[src/hw/rtl/frg_pkg.sv]
// ============================================================================
// frg_pkg
// Shared types and constants for the fraction reducer with Euclid's GCD.
// ============================================================================
package frg_pkg;

    // Fraction bits of the fixed-point quotient.
    localparam int FRAC_BITS = 16;
    // Width of each reduced result field.
    localparam int RES_W     = 16;
    // Width of the fixed-point quotient field.
    localparam int QUOT_W    = 32;
    // Output item width: 16 + 16 + 1 + 32 + 1 = 66 bits, padded to 72.
    localparam int OUT_W     = 72;
    // Width of the divider step count (enough for 32 + 16 steps).
    localparam int STEP_W    = 6;

    // Controller states.
    typedef enum logic [2:0] {
        ST_IDLE,
        ST_GCD_WAIT,
        ST_RNUM_WAIT,
        ST_RDEN_WAIT,
        ST_QUOT_WAIT,
        ST_FINISH
    } state_t;

    // Request to the bit-serial divider.
    typedef struct packed {
        logic              start;
        logic [STEP_W-1:0] steps;
    } div_req_t;

endpackage

[src/hw/rtl/fraction_reducer_gcd_unit.sv]
// ============================================================================
// fraction_reducer_gcd_unit
// Reduces a signed fraction by Euclid's GCD and gives its fixed-point value.
// ============================================================================
// Usage:
//   An item enters on the s_axis channel (numerator, denominator, sign flag)
//   and one result item leaves on the m_axis channel for every input item.
//   Items are worked on one at a time; s_axis_tready is high only while the
//   block is free.
//   All arithmetic runs through one bit-serial divider that resolves one
//   quotient bit per cycle. With W = VALUE_WIDTH, the number of Euclid
//   remainder steps is at most 23 for W = 16. The divider runs these steps,
//   then divides numerator and denominator by the GCD, then forms the
//   fixed-point quotient; the result is then loaded into the output register
//   and the next item can be accepted. A zero denominator skips the divider:
//   the controller goes from the accept straight to loading its result.
//   The result sits in an output register: the next item is accepted while
//   an earlier result still waits. If the receiver stalls with the output
//   register full, the finished result is held back until it drains.
//   Reset clears the controller and empties the output register.
// ============================================================================
module fraction_reducer_gcd_unit #(
    parameter int VALUE_WIDTH = 16
) (
    input  logic                                    clk,
    input  logic                                    rst_n,
    input  logic                                    s_axis_tvalid,
    output logic                                    s_axis_tready,
    // numerator, denominator, sign_flag, zero padding
    input  logic [((2*VALUE_WIDTH+1+7)/8)*8-1:0]    s_axis_tdata,
    output logic                                    m_axis_tvalid,
    input  logic                                    m_axis_tready,
    // reduced_numerator, reduced_denominator, is_negative, quotient_fixed,
    // divide_error, zero padding
    output logic [frg_pkg::OUT_W-1:0]               m_axis_tdata
);
    import frg_pkg::*;

    localparam int W  = VALUE_WIDTH;
    localparam int DW = VALUE_WIDTH + FRAC_BITS;

    state_t state_reg;
    state_t state_next;

    logic [W-1:0]      num_reg;
    logic [W-1:0]      den_reg;
    logic [W-1:0]      b_reg;
    logic              neg_reg;
    logic              err_reg;
    logic [RES_W-1:0]  rnum_reg;
    logic [RES_W-1:0]  rden_reg;
    logic [QUOT_W-1:0] quot_reg;
    logic              out_valid_reg;
    logic [OUT_W-1:0]  out_data_reg;

    logic [W-1:0]  in_num;
    logic [W-1:0]  in_den;
    logic          in_sign;
    logic          in_take;
    logic          out_load;

    div_req_t      div_req;
    logic [DW-1:0] div_dividend;
    logic [W-1:0]  div_divisor;
    logic          div_done;
    logic [DW-1:0] div_quot;
    logic [W-1:0]  div_rem;
    logic [QUOT_W-1:0] quot_sat;

    // Input item fields.
    assign in_num  = s_axis_tdata[W-1:0];
    assign in_den  = s_axis_tdata[2*W-1:W];
    assign in_sign = s_axis_tdata[2*W];
    assign in_take = s_axis_tvalid && s_axis_tready;

    assign s_axis_tready = (state_reg == ST_IDLE);

    // Saturate the quotient to 32 bits where it can be wider.
    generate
        if (DW > QUOT_W)
        begin : g_sat
            assign quot_sat = (|div_quot[DW-1:QUOT_W]) ? '1 : div_quot[QUOT_W-1:0];
        end
        else
        begin : g_ext
            assign quot_sat = QUOT_W'(div_quot);
        end
    endgenerate

    frg_div #(
        .VALUE_WIDTH(VALUE_WIDTH)
    ) u_div (
        .clk       (clk),
        .rst_n     (rst_n),
        .req       (div_req),
        .dividend  (div_dividend),
        .divisor   (div_divisor),
        .done      (div_done),
        .quotient  (div_quot),
        .remainder (div_rem)
    );

    // State register.
    always_ff @(posedge clk or negedge rst_n)
    begin
        if (!rst_n)
        begin
            state_reg <= ST_IDLE;
        end
        else
        begin
            state_reg <= state_next;
        end
    end

    // Next state and divider requests.
    always_comb
    begin
        state_next    = state_reg;
        div_req.start = 1'b0;
        div_req.steps = STEP_W'(W);
        div_dividend  = {num_reg, FRAC_BITS'(0)};
        div_divisor   = den_reg;
        out_load      = 1'b0;
        unique case (state_reg)
            ST_IDLE:
            begin
                if (in_take)
                begin
                    if (in_den == '0)
                    begin
                        state_next = ST_FINISH;
                    end
                    else
                    begin
                        // First remainder step: numerator mod denominator.
                        div_req.start = 1'b1;
                        div_dividend  = {in_num, FRAC_BITS'(0)};
                        div_divisor   = in_den;
                        state_next    = ST_GCD_WAIT;
                    end
                end
            end
            ST_GCD_WAIT:
            begin
                if (div_done)
                begin
                    div_req.start = 1'b1;
                    if (div_rem == '0)
                    begin
                        // The divisor of this step is the GCD.
                        div_dividend = {num_reg, FRAC_BITS'(0)};
                        div_divisor  = b_reg;
                        state_next   = ST_RNUM_WAIT;
                    end
                    else
                    begin
                        div_dividend = {b_reg, FRAC_BITS'(0)};
                        div_divisor  = div_rem;
                    end
                end
            end
            ST_RNUM_WAIT:
            begin
                if (div_done)
                begin
                    div_req.start = 1'b1;
                    div_dividend  = {den_reg, FRAC_BITS'(0)};
                    div_divisor   = b_reg;
                    state_next    = ST_RDEN_WAIT;
                end
            end
            ST_RDEN_WAIT:
            begin
                if (div_done)
                begin
                    // Full-width run gives numerator * 2^16 / denominator.
                    div_req.start = 1'b1;
                    div_req.steps = STEP_W'(DW);
                    div_dividend  = {num_reg, FRAC_BITS'(0)};
                    div_divisor   = den_reg;
                    state_next    = ST_QUOT_WAIT;
                end
            end
            ST_QUOT_WAIT:
            begin
                if (div_done)
                begin
                    state_next = ST_FINISH;
                end
            end
            ST_FINISH:
            begin
                if (!out_valid_reg || m_axis_tready)
                begin
                    out_load   = 1'b1;
                    state_next = ST_IDLE;
                end
            end
            default:
            begin
                state_next = ST_IDLE;
            end
        endcase
    end

    // Working registers of the current item.
    always_ff @(posedge clk)
    begin
        if (in_take)
        begin
            num_reg <= in_num;
            den_reg <= in_den;
            b_reg   <= in_den;
            neg_reg <= ~in_sign;
            err_reg <= (in_den == '0);
        end
        if (state_reg == ST_GCD_WAIT && div_done && div_rem != '0)
        begin
            b_reg <= div_rem;
        end
        if (state_reg == ST_RNUM_WAIT && div_done)
        begin
            rnum_reg <= div_quot[RES_W-1:0];
        end
        if (state_reg == ST_RDEN_WAIT && div_done)
        begin
            rden_reg <= div_quot[RES_W-1:0];
        end
        if (state_reg == ST_QUOT_WAIT && div_done)
        begin
            quot_reg <= quot_sat;
        end
    end

    // Output register valid flag.
    always_ff @(posedge clk or negedge rst_n)
    begin
        if (!rst_n)
        begin
            out_valid_reg <= 1'b0;
        end
        else if (out_load)
        begin
            out_valid_reg <= 1'b1;
        end
        else if (m_axis_tready)
        begin
            out_valid_reg <= 1'b0;
        end
    end

    // Output item; a zero denominator forces the numeric fields to zero.
    always_ff @(posedge clk)
    begin
        if (out_load)
        begin
            if (err_reg)
            begin
                out_data_reg <= OUT_W'({1'b1, QUOT_W'(0), neg_reg,
                                        RES_W'(0), RES_W'(0)});
            end
            else
            begin
                out_data_reg <= OUT_W'({1'b0, quot_reg, neg_reg, rden_reg, rnum_reg});
            end
        end
    end

    assign m_axis_tvalid = out_valid_reg;
    assign m_axis_tdata  = out_data_reg;

endmodule

[src/hw/rtl/frg_div.sv]
// ============================================================================
// frg_div
// Bit-serial restoring divider, one quotient bit per cycle.
// ============================================================================
module frg_div #(
    parameter int VALUE_WIDTH = 16
) (
    input  logic                                          clk,
    input  logic                                          rst_n,
    input  frg_pkg::div_req_t                             req,
    input  logic [VALUE_WIDTH+frg_pkg::FRAC_BITS-1:0]     dividend,
    input  logic [VALUE_WIDTH-1:0]                        divisor,
    output logic                                          done,
    output logic [VALUE_WIDTH+frg_pkg::FRAC_BITS-1:0]     quotient,
    output logic [VALUE_WIDTH-1:0]                        remainder
);
    import frg_pkg::*;

    localparam int DW = VALUE_WIDTH + FRAC_BITS;

    logic              busy_reg;
    logic              done_reg;
    logic [STEP_W-1:0] cnt_reg;
    logic [DW-1:0]     dvd_reg;
    logic [VALUE_WIDTH-1:0] rem_reg;
    logic [VALUE_WIDTH-1:0] dsr_reg;

    logic [VALUE_WIDTH:0]   shifted;
    logic [VALUE_WIDTH:0]   trial;
    logic                   ge;
    logic [VALUE_WIDTH-1:0] rem_next;
    logic [DW-1:0]          dvd_next;

    // One restoring step: bring in the next dividend bit and try a subtract.
    always_comb
    begin
        shifted  = {rem_reg, dvd_reg[DW-1]};
        trial    = shifted - {1'b0, dsr_reg};
        ge       = (shifted >= {1'b0, dsr_reg});
        rem_next = ge ? trial[VALUE_WIDTH-1:0] : shifted[VALUE_WIDTH-1:0];
        dvd_next = {dvd_reg[DW-2:0], ge};
    end

    // Control: step counter, busy and a one-cycle done pulse.
    always_ff @(posedge clk or negedge rst_n)
    begin
        if (!rst_n)
        begin
            busy_reg <= 1'b0;
            done_reg <= 1'b0;
            cnt_reg  <= '0;
        end
        else if (req.start)
        begin
            busy_reg <= 1'b1;
            done_reg <= 1'b0;
            cnt_reg  <= req.steps;
        end
        else if (busy_reg)
        begin
            cnt_reg <= cnt_reg - STEP_W'(1);
            if (cnt_reg == STEP_W'(1))
            begin
                busy_reg <= 1'b0;
                done_reg <= 1'b1;
            end
        end
        else
        begin
            done_reg <= 1'b0;
        end
    end

    // Data path: the dividend register fills with quotient bits from below.
    always_ff @(posedge clk)
    begin
        if (req.start)
        begin
            dvd_reg <= dividend;
            rem_reg <= '0;
            dsr_reg <= divisor;
        end
        else if (busy_reg)
        begin
            dvd_reg <= dvd_next;
            rem_reg <= rem_next;
        end
    end

    assign done      = done_reg;
    assign quotient  = dvd_reg;
    assign remainder = rem_reg;

endmodule

[config.mk]
export PLATFORM = sky130hd
export DESIGN_NAME = fraction_reducer_gcd_unit
export DESIGN_NICKNAME = d
export VERILOG_FILES = /design/src/hw/rtl/frg_pkg.sv /design/src/hw/rtl/fraction_reducer_gcd_unit.sv /design/src/hw/rtl/frg_div.sv
export SDC_FILE = /design/constraint.sdc
export NUM_CORES = 1
export LEC_CHECK = 0
export BUFFER_PORTS_ARGS = -buffer_cell sky130_fd_sc_hd__buf_2
export CAP_MARGIN = 20
export CORE_ASPECT_RATIO = 2
export CORE_MARGIN = 2
export CORE_UTILIZATION = 60
export DETAILED_ROUTE_END_ITERATION = 10
export PLACE_DENSITY = 0.93
export SYNTH_ARGS = -nofsm -noshare
export SYNTH_HDL_FRONTEND = slang
export SYNTH_SLANG_ARGS = --single-unit
[constraint.sdc]
create_clock -name clk -period 8.3 [get_ports clk]
set_clock_uncertainty 0.15 [all_clocks]
set_input_delay 0.415 -clock clk [delete_from_list [all_inputs] [get_ports clk]]
set_output_delay 0.415 -clock clk [all_outputs]
set_load 0.01 [all_outputs]
## Yosys cells after proc, flatten, opt, wreduce, memory -nomap -nowiden

Index checks and enable logic that the tools add are counted.

- $add $sub $neg: 2
- $mul: 0
- Divide/modulo/power cells: 0
- $lt $le $gt $ge: 1
- Equal/unequal tests: 14
- Shift-type cells: 0
- Mux-type cells: 45
- Bitwise operators: 1
- Reduce and logical (&&, ||, !) cells: 17

Operators with widths:

| kind | number |
|---|---|
| $mux 32 | 7 |
| $mux 16 | 8 |
| $pmux 32 s3 | 1 |
| $mux 66 | 1 |
| $pmux 16 s3 | 1 |
| $logic_not 16->1 | 2 |
| $mux 3 | 8 |
| $mux 6 | 3 |
| $pmux 3 s6 | 1 |
| $ge 17x16->1 | 1 |
| $reduce_bool 16->1 | 1 |
| $sub 16x16->16 | 1 |
| $mux 1 | 13 |
| $ne 2x1->1 const B | 5 |
| $mux 7 | 1 |
| $reduce_and 7->1 | 1 |
| $eq 3x2->1 const B | 2 |
| $eq 3x3->1 const B | 2 |
| $eq 6x1->1 const B | 1 |
| $logic_and 1x1->1 | 6 |
| $reduce_bool 2->1 | 3 |
| $sub 6x1->6 const B | 1 |
| $ne 2x2->1 const B | 2 |
| $eq 3x1->1 const B | 1 |
| other kinds (7) | 7 |

- Register bits after elaboration: 262
- Latch bits: 0
- Bits in writable memories: 0
- Bits in read-only memories: 0
- Bits of input ports: 44
- Output and inout port bits: 74
- Logic and storage cells: 98
- Memories kept: 0

## Longest topological paths before layout

- Depth after elaboration: 5
- Gate-level depth with buffers: 10

## Hierarchy

From an unflattened synthesis, not the netlist that was laid out.

- Cell total of the unflattened synthesis: 980
- Area, all modules: 11977.7 um2

Modules (own cells, without submodules):

| module | instances | cells an instance | area an instance (um2) |
|---|---|---|---|
| fraction_reducer_gcd_unit | 1 | 615 | 8029.0 |
| frg_div | 1 | 365 | 3948.8 |

## Least setup slack after synthesis

No wires, ideal clock.

- Kind: reg2reg
- Start point: register state_reg[0]
- End point: register out_data_reg[0], in the netlist m_axis_tdata[0], enable pin
- Setup time: 490 ps
- Arrival time: 3550 ps
- Data required time: 7660 ps
- Setup slack: 4110 ps
- Stages on the path, launching flop included: 5
- Path buffers: 1
- Period minus slack after synthesis: 4190 ps
- Cells stage by stage: dfrtp_1 > clkbuf_1 > nor2b_1 > nand2_1 > nor2_1

- Word-level cells in the longest chain between the ends: 2

RTL lines:

| item | line | text |
|---|---|---|
| start: declaration | fraction_reducer_gcd_unit.sv:42 | `state_t state_reg;` |
| start signal: assignment | fraction_reducer_gcd_unit.sv:112 | `state_reg <= state_next;` |
| $eq 3x3->1 | fraction_reducer_gcd_unit.sv:125 | `unique case (state_reg)` |
| $mux 1 | fraction_reducer_gcd_unit.sv:125 |  |
| via out_load | fraction_reducer_gcd_unit.sv:60 | `logic out_load;` |
| end signal: assignment | fraction_reducer_gcd_unit.sv:260 | `out_data_reg <= OUT_W'({1'b1, QUOT_W'(0), neg_reg,` |
| end signal: assignment | fraction_reducer_gcd_unit.sv:265 | `out_data_reg <= OUT_W'({1'b0, quot_reg, neg_reg, rden_reg, rnum_reg});` |
| end: declaration | fraction_reducer_gcd_unit.sv:54 | `logic [OUT_W-1:0] out_data_reg;` |

The timed path passes the listed nets, and every way through them passes these cells.
A chain may end at the register's enable or synchronous reset.

## Worst setup path in the final report

- Start point: register state_reg[0]
- End point: register u_div.dvd_reg[13], in the netlist u_div.quotient[13], enable pin

- Word-level cells in the longest chain between the ends: 5

RTL lines:

| item | line | text |
|---|---|---|
| $logic_not 3->1 | fraction_reducer_gcd_unit.sv:76, fraction_reducer_gcd_unit.sv:125 |  |
| $logic_and 1x1->1 | fraction_reducer_gcd_unit.sv:74 | `assign in_take = s_axis_tvalid && s_axis_tready;` |
| $mux 1 | fraction_reducer_gcd_unit.sv:128 | `if (in_take)` |
| $pmux 1 s3 * | fraction_reducer_gcd_unit.sv:125 |  |
| $reduce_bool 2->1 (no source line) * | - |  |
| end signal: assignment | frg_div.sv:79 | `dvd_reg <= dividend;` |
| end signal: assignment | frg_div.sv:85 | `dvd_reg <= dvd_next;` |
| end: declaration | frg_div.sv:24 | `logic [DW-1:0] dvd_reg;` |

Every way passes the cells marked *; elsewhere a longest branch is shown, timed or not.

==> summary.txt <==
Mapped Area -> 0.0113 mm2
ys flop type -> edfxtp_1
post-synthesis compound-gate area fraction -> 0.119
area of the multi-input gates -> 0.00350 mm2
count of input and output buffers -> 104
Rows -> 71
largest net degree at the start of global routing -> 76
final WL -> 26.8 mm
CTS root buf -> clkbuf_16
VDD IR max -> 173 uV
dpl cells -> 1156
final setup TNS -> 0 ns
fin. max-slew vios -> 0
PD cells -> 358 mW/mm2
max reg flops -> 66
Post-Synthesis Cells -> 872
critical path type -> reg -> reg
Slew @ Worst Pin -> 1.11 ns
relative slew slack -> 0.259
Worst setup EP type -> register
TritonRoute pass-1 iters -> 10
min Tclk post-route -> 4.13 ns
Synthesis Warnings -> 0
initial core utilization -> 0.608
total CTS buffers -> 20
Final Hold Viols -> 0
# setup viols final -> 0
htree depth -> 1
DP HPWL -> 17.2 mm
Final Cycle Share -> 0.497
All-Layer GR Usage -> 0.262
simple-gate portion of the synthesized area -> 0.142
fraction of layout cells with a size suffix above 1 -> 0.184
Post-CTS Repair Setup Buffers -> 0
largest family of logic cells by synthesized area -> simple AND/OR/NAND/NOR gates
vias per inst -> 6.51
dpl ws -> 4.40 ns
Final nets -> 1047
Final ANT Viol Nets -> 0
Die H -> 198 um
FILL cells -> 1164
initial drt markers -> 1285
synthesis-stage register bit count -> 256
Worst EP required -> 8.30 ns
via count -> 7920
vias in the first global route -> 7733
Max-Cap Viols -> 0
initial antenna violation count -> 0
Post-Synth XOR/XNOR Area -> 0.00618
Core Region -> 0.0187 mm2
fin cells -> 1217
Leak Pwr -> 4.81 nW
Reg area -> 0.00747 mm2
DIE AREA -> 0.0201 mm2
clock tree buffer depth -> 3
sequential-to-total area share from yosys stat -> 0.659
Avg Cell Area, Syn -> 13.0 um2
Die X -> 101 um
GRT overflow -> 0
diode count -> 0
clk sinks -> 256
status -> complete, no violations
CP Max Fanout -> 75
Worst-Skew Late Latency -> 0.51 ns
post-synthesis mux area share -> 0.0167
setup ws final -> 4.17 ns
FMAX -> 0.242 GHz
Area Growth Syn to Fin -> 14.4%
number of flops mapped to enable cells by yosys -> 228
clock slew at reported path FFs -> 0.08 ns
post-synthesis cell type count -> 71
Startpoint Class -> register
HP Class -> in -> reg
WP data arrival -> 4.13 ns
final RePlAce weighted congestion -> 0.910
RSZ-0062 raised after global routing -> false
Post-synth ARST share -> 0.0469
Ports -> 118
CTS tree -> built
adder-cell share of the synthesized area -> 0.0216
WL/cell -> 22.0 um
first-pass GRT wire length -> 40.2 mm
DRC -> 0
[synth_stat cells (3+ instances only)]
cell type	instances	area share
nand2b_1	5	0.0028
a21o_1	6	0.0040
inv_1	32	0.011
a221oi_1	14	0.011
and3_1	3	0.0017
nand4_1	4	0.0022
nor3_2	7	0.0062
a31oi_1	20	0.011
nand3_1	12	0.0053
a211o_1	6	0.0046
a222oi_1	12	0.011
nor3_1	13	0.0057
nand2_1	76	0.025
xnor2_1	6	0.0046
a21oi_1	49	0.022
o21a_1	3	0.0020
dfrtp_1	12	0.026
nor4_2	4	0.0044
or3_1	3	0.0017
o21ai_0	27	0.012
mux2_1	15	0.015
or4_1	3	0.0020
a211oi_2	5	0.0055
buf_6	4	0.0040
o211ai_1	4	0.0026
nor4_1	15	0.0083
a211oi_1	7	0.0046
buf_4	10	0.0066
nor2b_1	83	0.046
buf_2	12	0.0053
edfxtp_1	228	0.60
ha_1	18	0.020
clkbuf_1	24	0.0079
nor2_1	61	0.020
dfxtp_1	16	0.028
a221oi_2	4	0.0053
[stage by stage]
stage	cell area (um2)	power, mW	hold slack (ns)	utilization
finish	13000	4.64	0.00824	0.695
CTS	12900	4.57	0.00165	0.692
global placement	11900	3.40	0.151	0.641
detailed placement	11900	3.48	0.161	0.641
floorplan	11400	3.11	-0.0306	-
global route	13000	4.84	0.00396	0.695
[critical path, cell delays in order, from the launching register on]
cell,delay (ns)
dfrtp_1,0.59
nor3_2,0.35
nand2_1,0.22
nor2_4,0.76
nor2_8,0.20
inv_2,0.13
buf_4,0.67
nor2_1,0.17
inv_1,0.10
buf_4,0.40
[cell families after synthesis]
kind of cell / after synthesis
XOR/XNOR: 8
flip-flops: 256
AO/OA/AOI/OAI: 184
AND/OR/NAND/NOR: 301
other: 1
multiplexers: 17
buffers and inverters: 86
adder cells (fa/ha/maj): 19
[cells in the final DEF (no fill, tap or decap), drive strengths merged, types with 3 or more instances in the layout]
cell         count
o21a             3
a222oi          12
buf            114
a221oi          18
nor3            20
nor2            64
inv             36
nand4            4
dfxtp           16
nand2           77
conb             6
or3              3
edfxtp         228
a211oi          14
nand3           12
xnor2            6
or4              3
mux2            15
o211ai           5
dlygate4sd3     22
a31oi           20
o21ai           29
and3             3
nand2b           5
a211o            6
a21oi           50
ha              18
clkinv           3
nor2b           83
nor4            19
a21o             6
clkbuf          25
dfrtp           12
o41ai            3
bufinv           5
[power by group]
part,leakage (nW),internal [mW],switching [mW]
clock,0.365,0.642,0.448
combinational,2.07,0.591,0.976
sequential,2.38,1.74,0.243
total,4.81,2.98,1.67
[per-layer routing]
layer,up-vias,share of wire,track usage
met2,530,0.53,0.481
met4,0,0.078,0.175
li1,3478,-,-
met1,3751,0.32,0.270
met5,-,0,0
met3,161,0.070,0.0358
[final timing paths]
| path | start | to | slack (ns) | cells past startpoint |
|---|---|---|---|---|
| worst min register to register | neg_reg | m_axis_tdata[32] | 0.29 | 0 |
| worst max-delay path | state_reg[0] | u_div.quotient[13] | 4.17 | 9 |
| worst min-delay path | s_axis_tdata[32] | neg_reg | 0.008 | 2 |
| max in group asynchronous | rst_n | u_div.cnt_reg[3] | 7.61 | 2 |
| worst max register to register | state_reg[0] | u_div.quotient[13] | 4.17 | 9 |
| min in group asynchronous | rst_n | m_axis_tvalid | 0.16 | 2 |
[final cells by class]
cell class,count,area share
clock buffers,25,0.0432
clock inverters,11,0.0150
inverters,35,0.0101
multi-input cells,535,0.270
flip-flops and latches,256,0.576
well taps,219,0.0211
repair buffers,136,0.0647
[repair_timing]
action	CTS	global route
gates resized for setup	0	0
endpoints found under the setup margin	0	0
hold buffers	21	1
hold endpoints to repair	32	1
(Power assumes the default switching activity.)
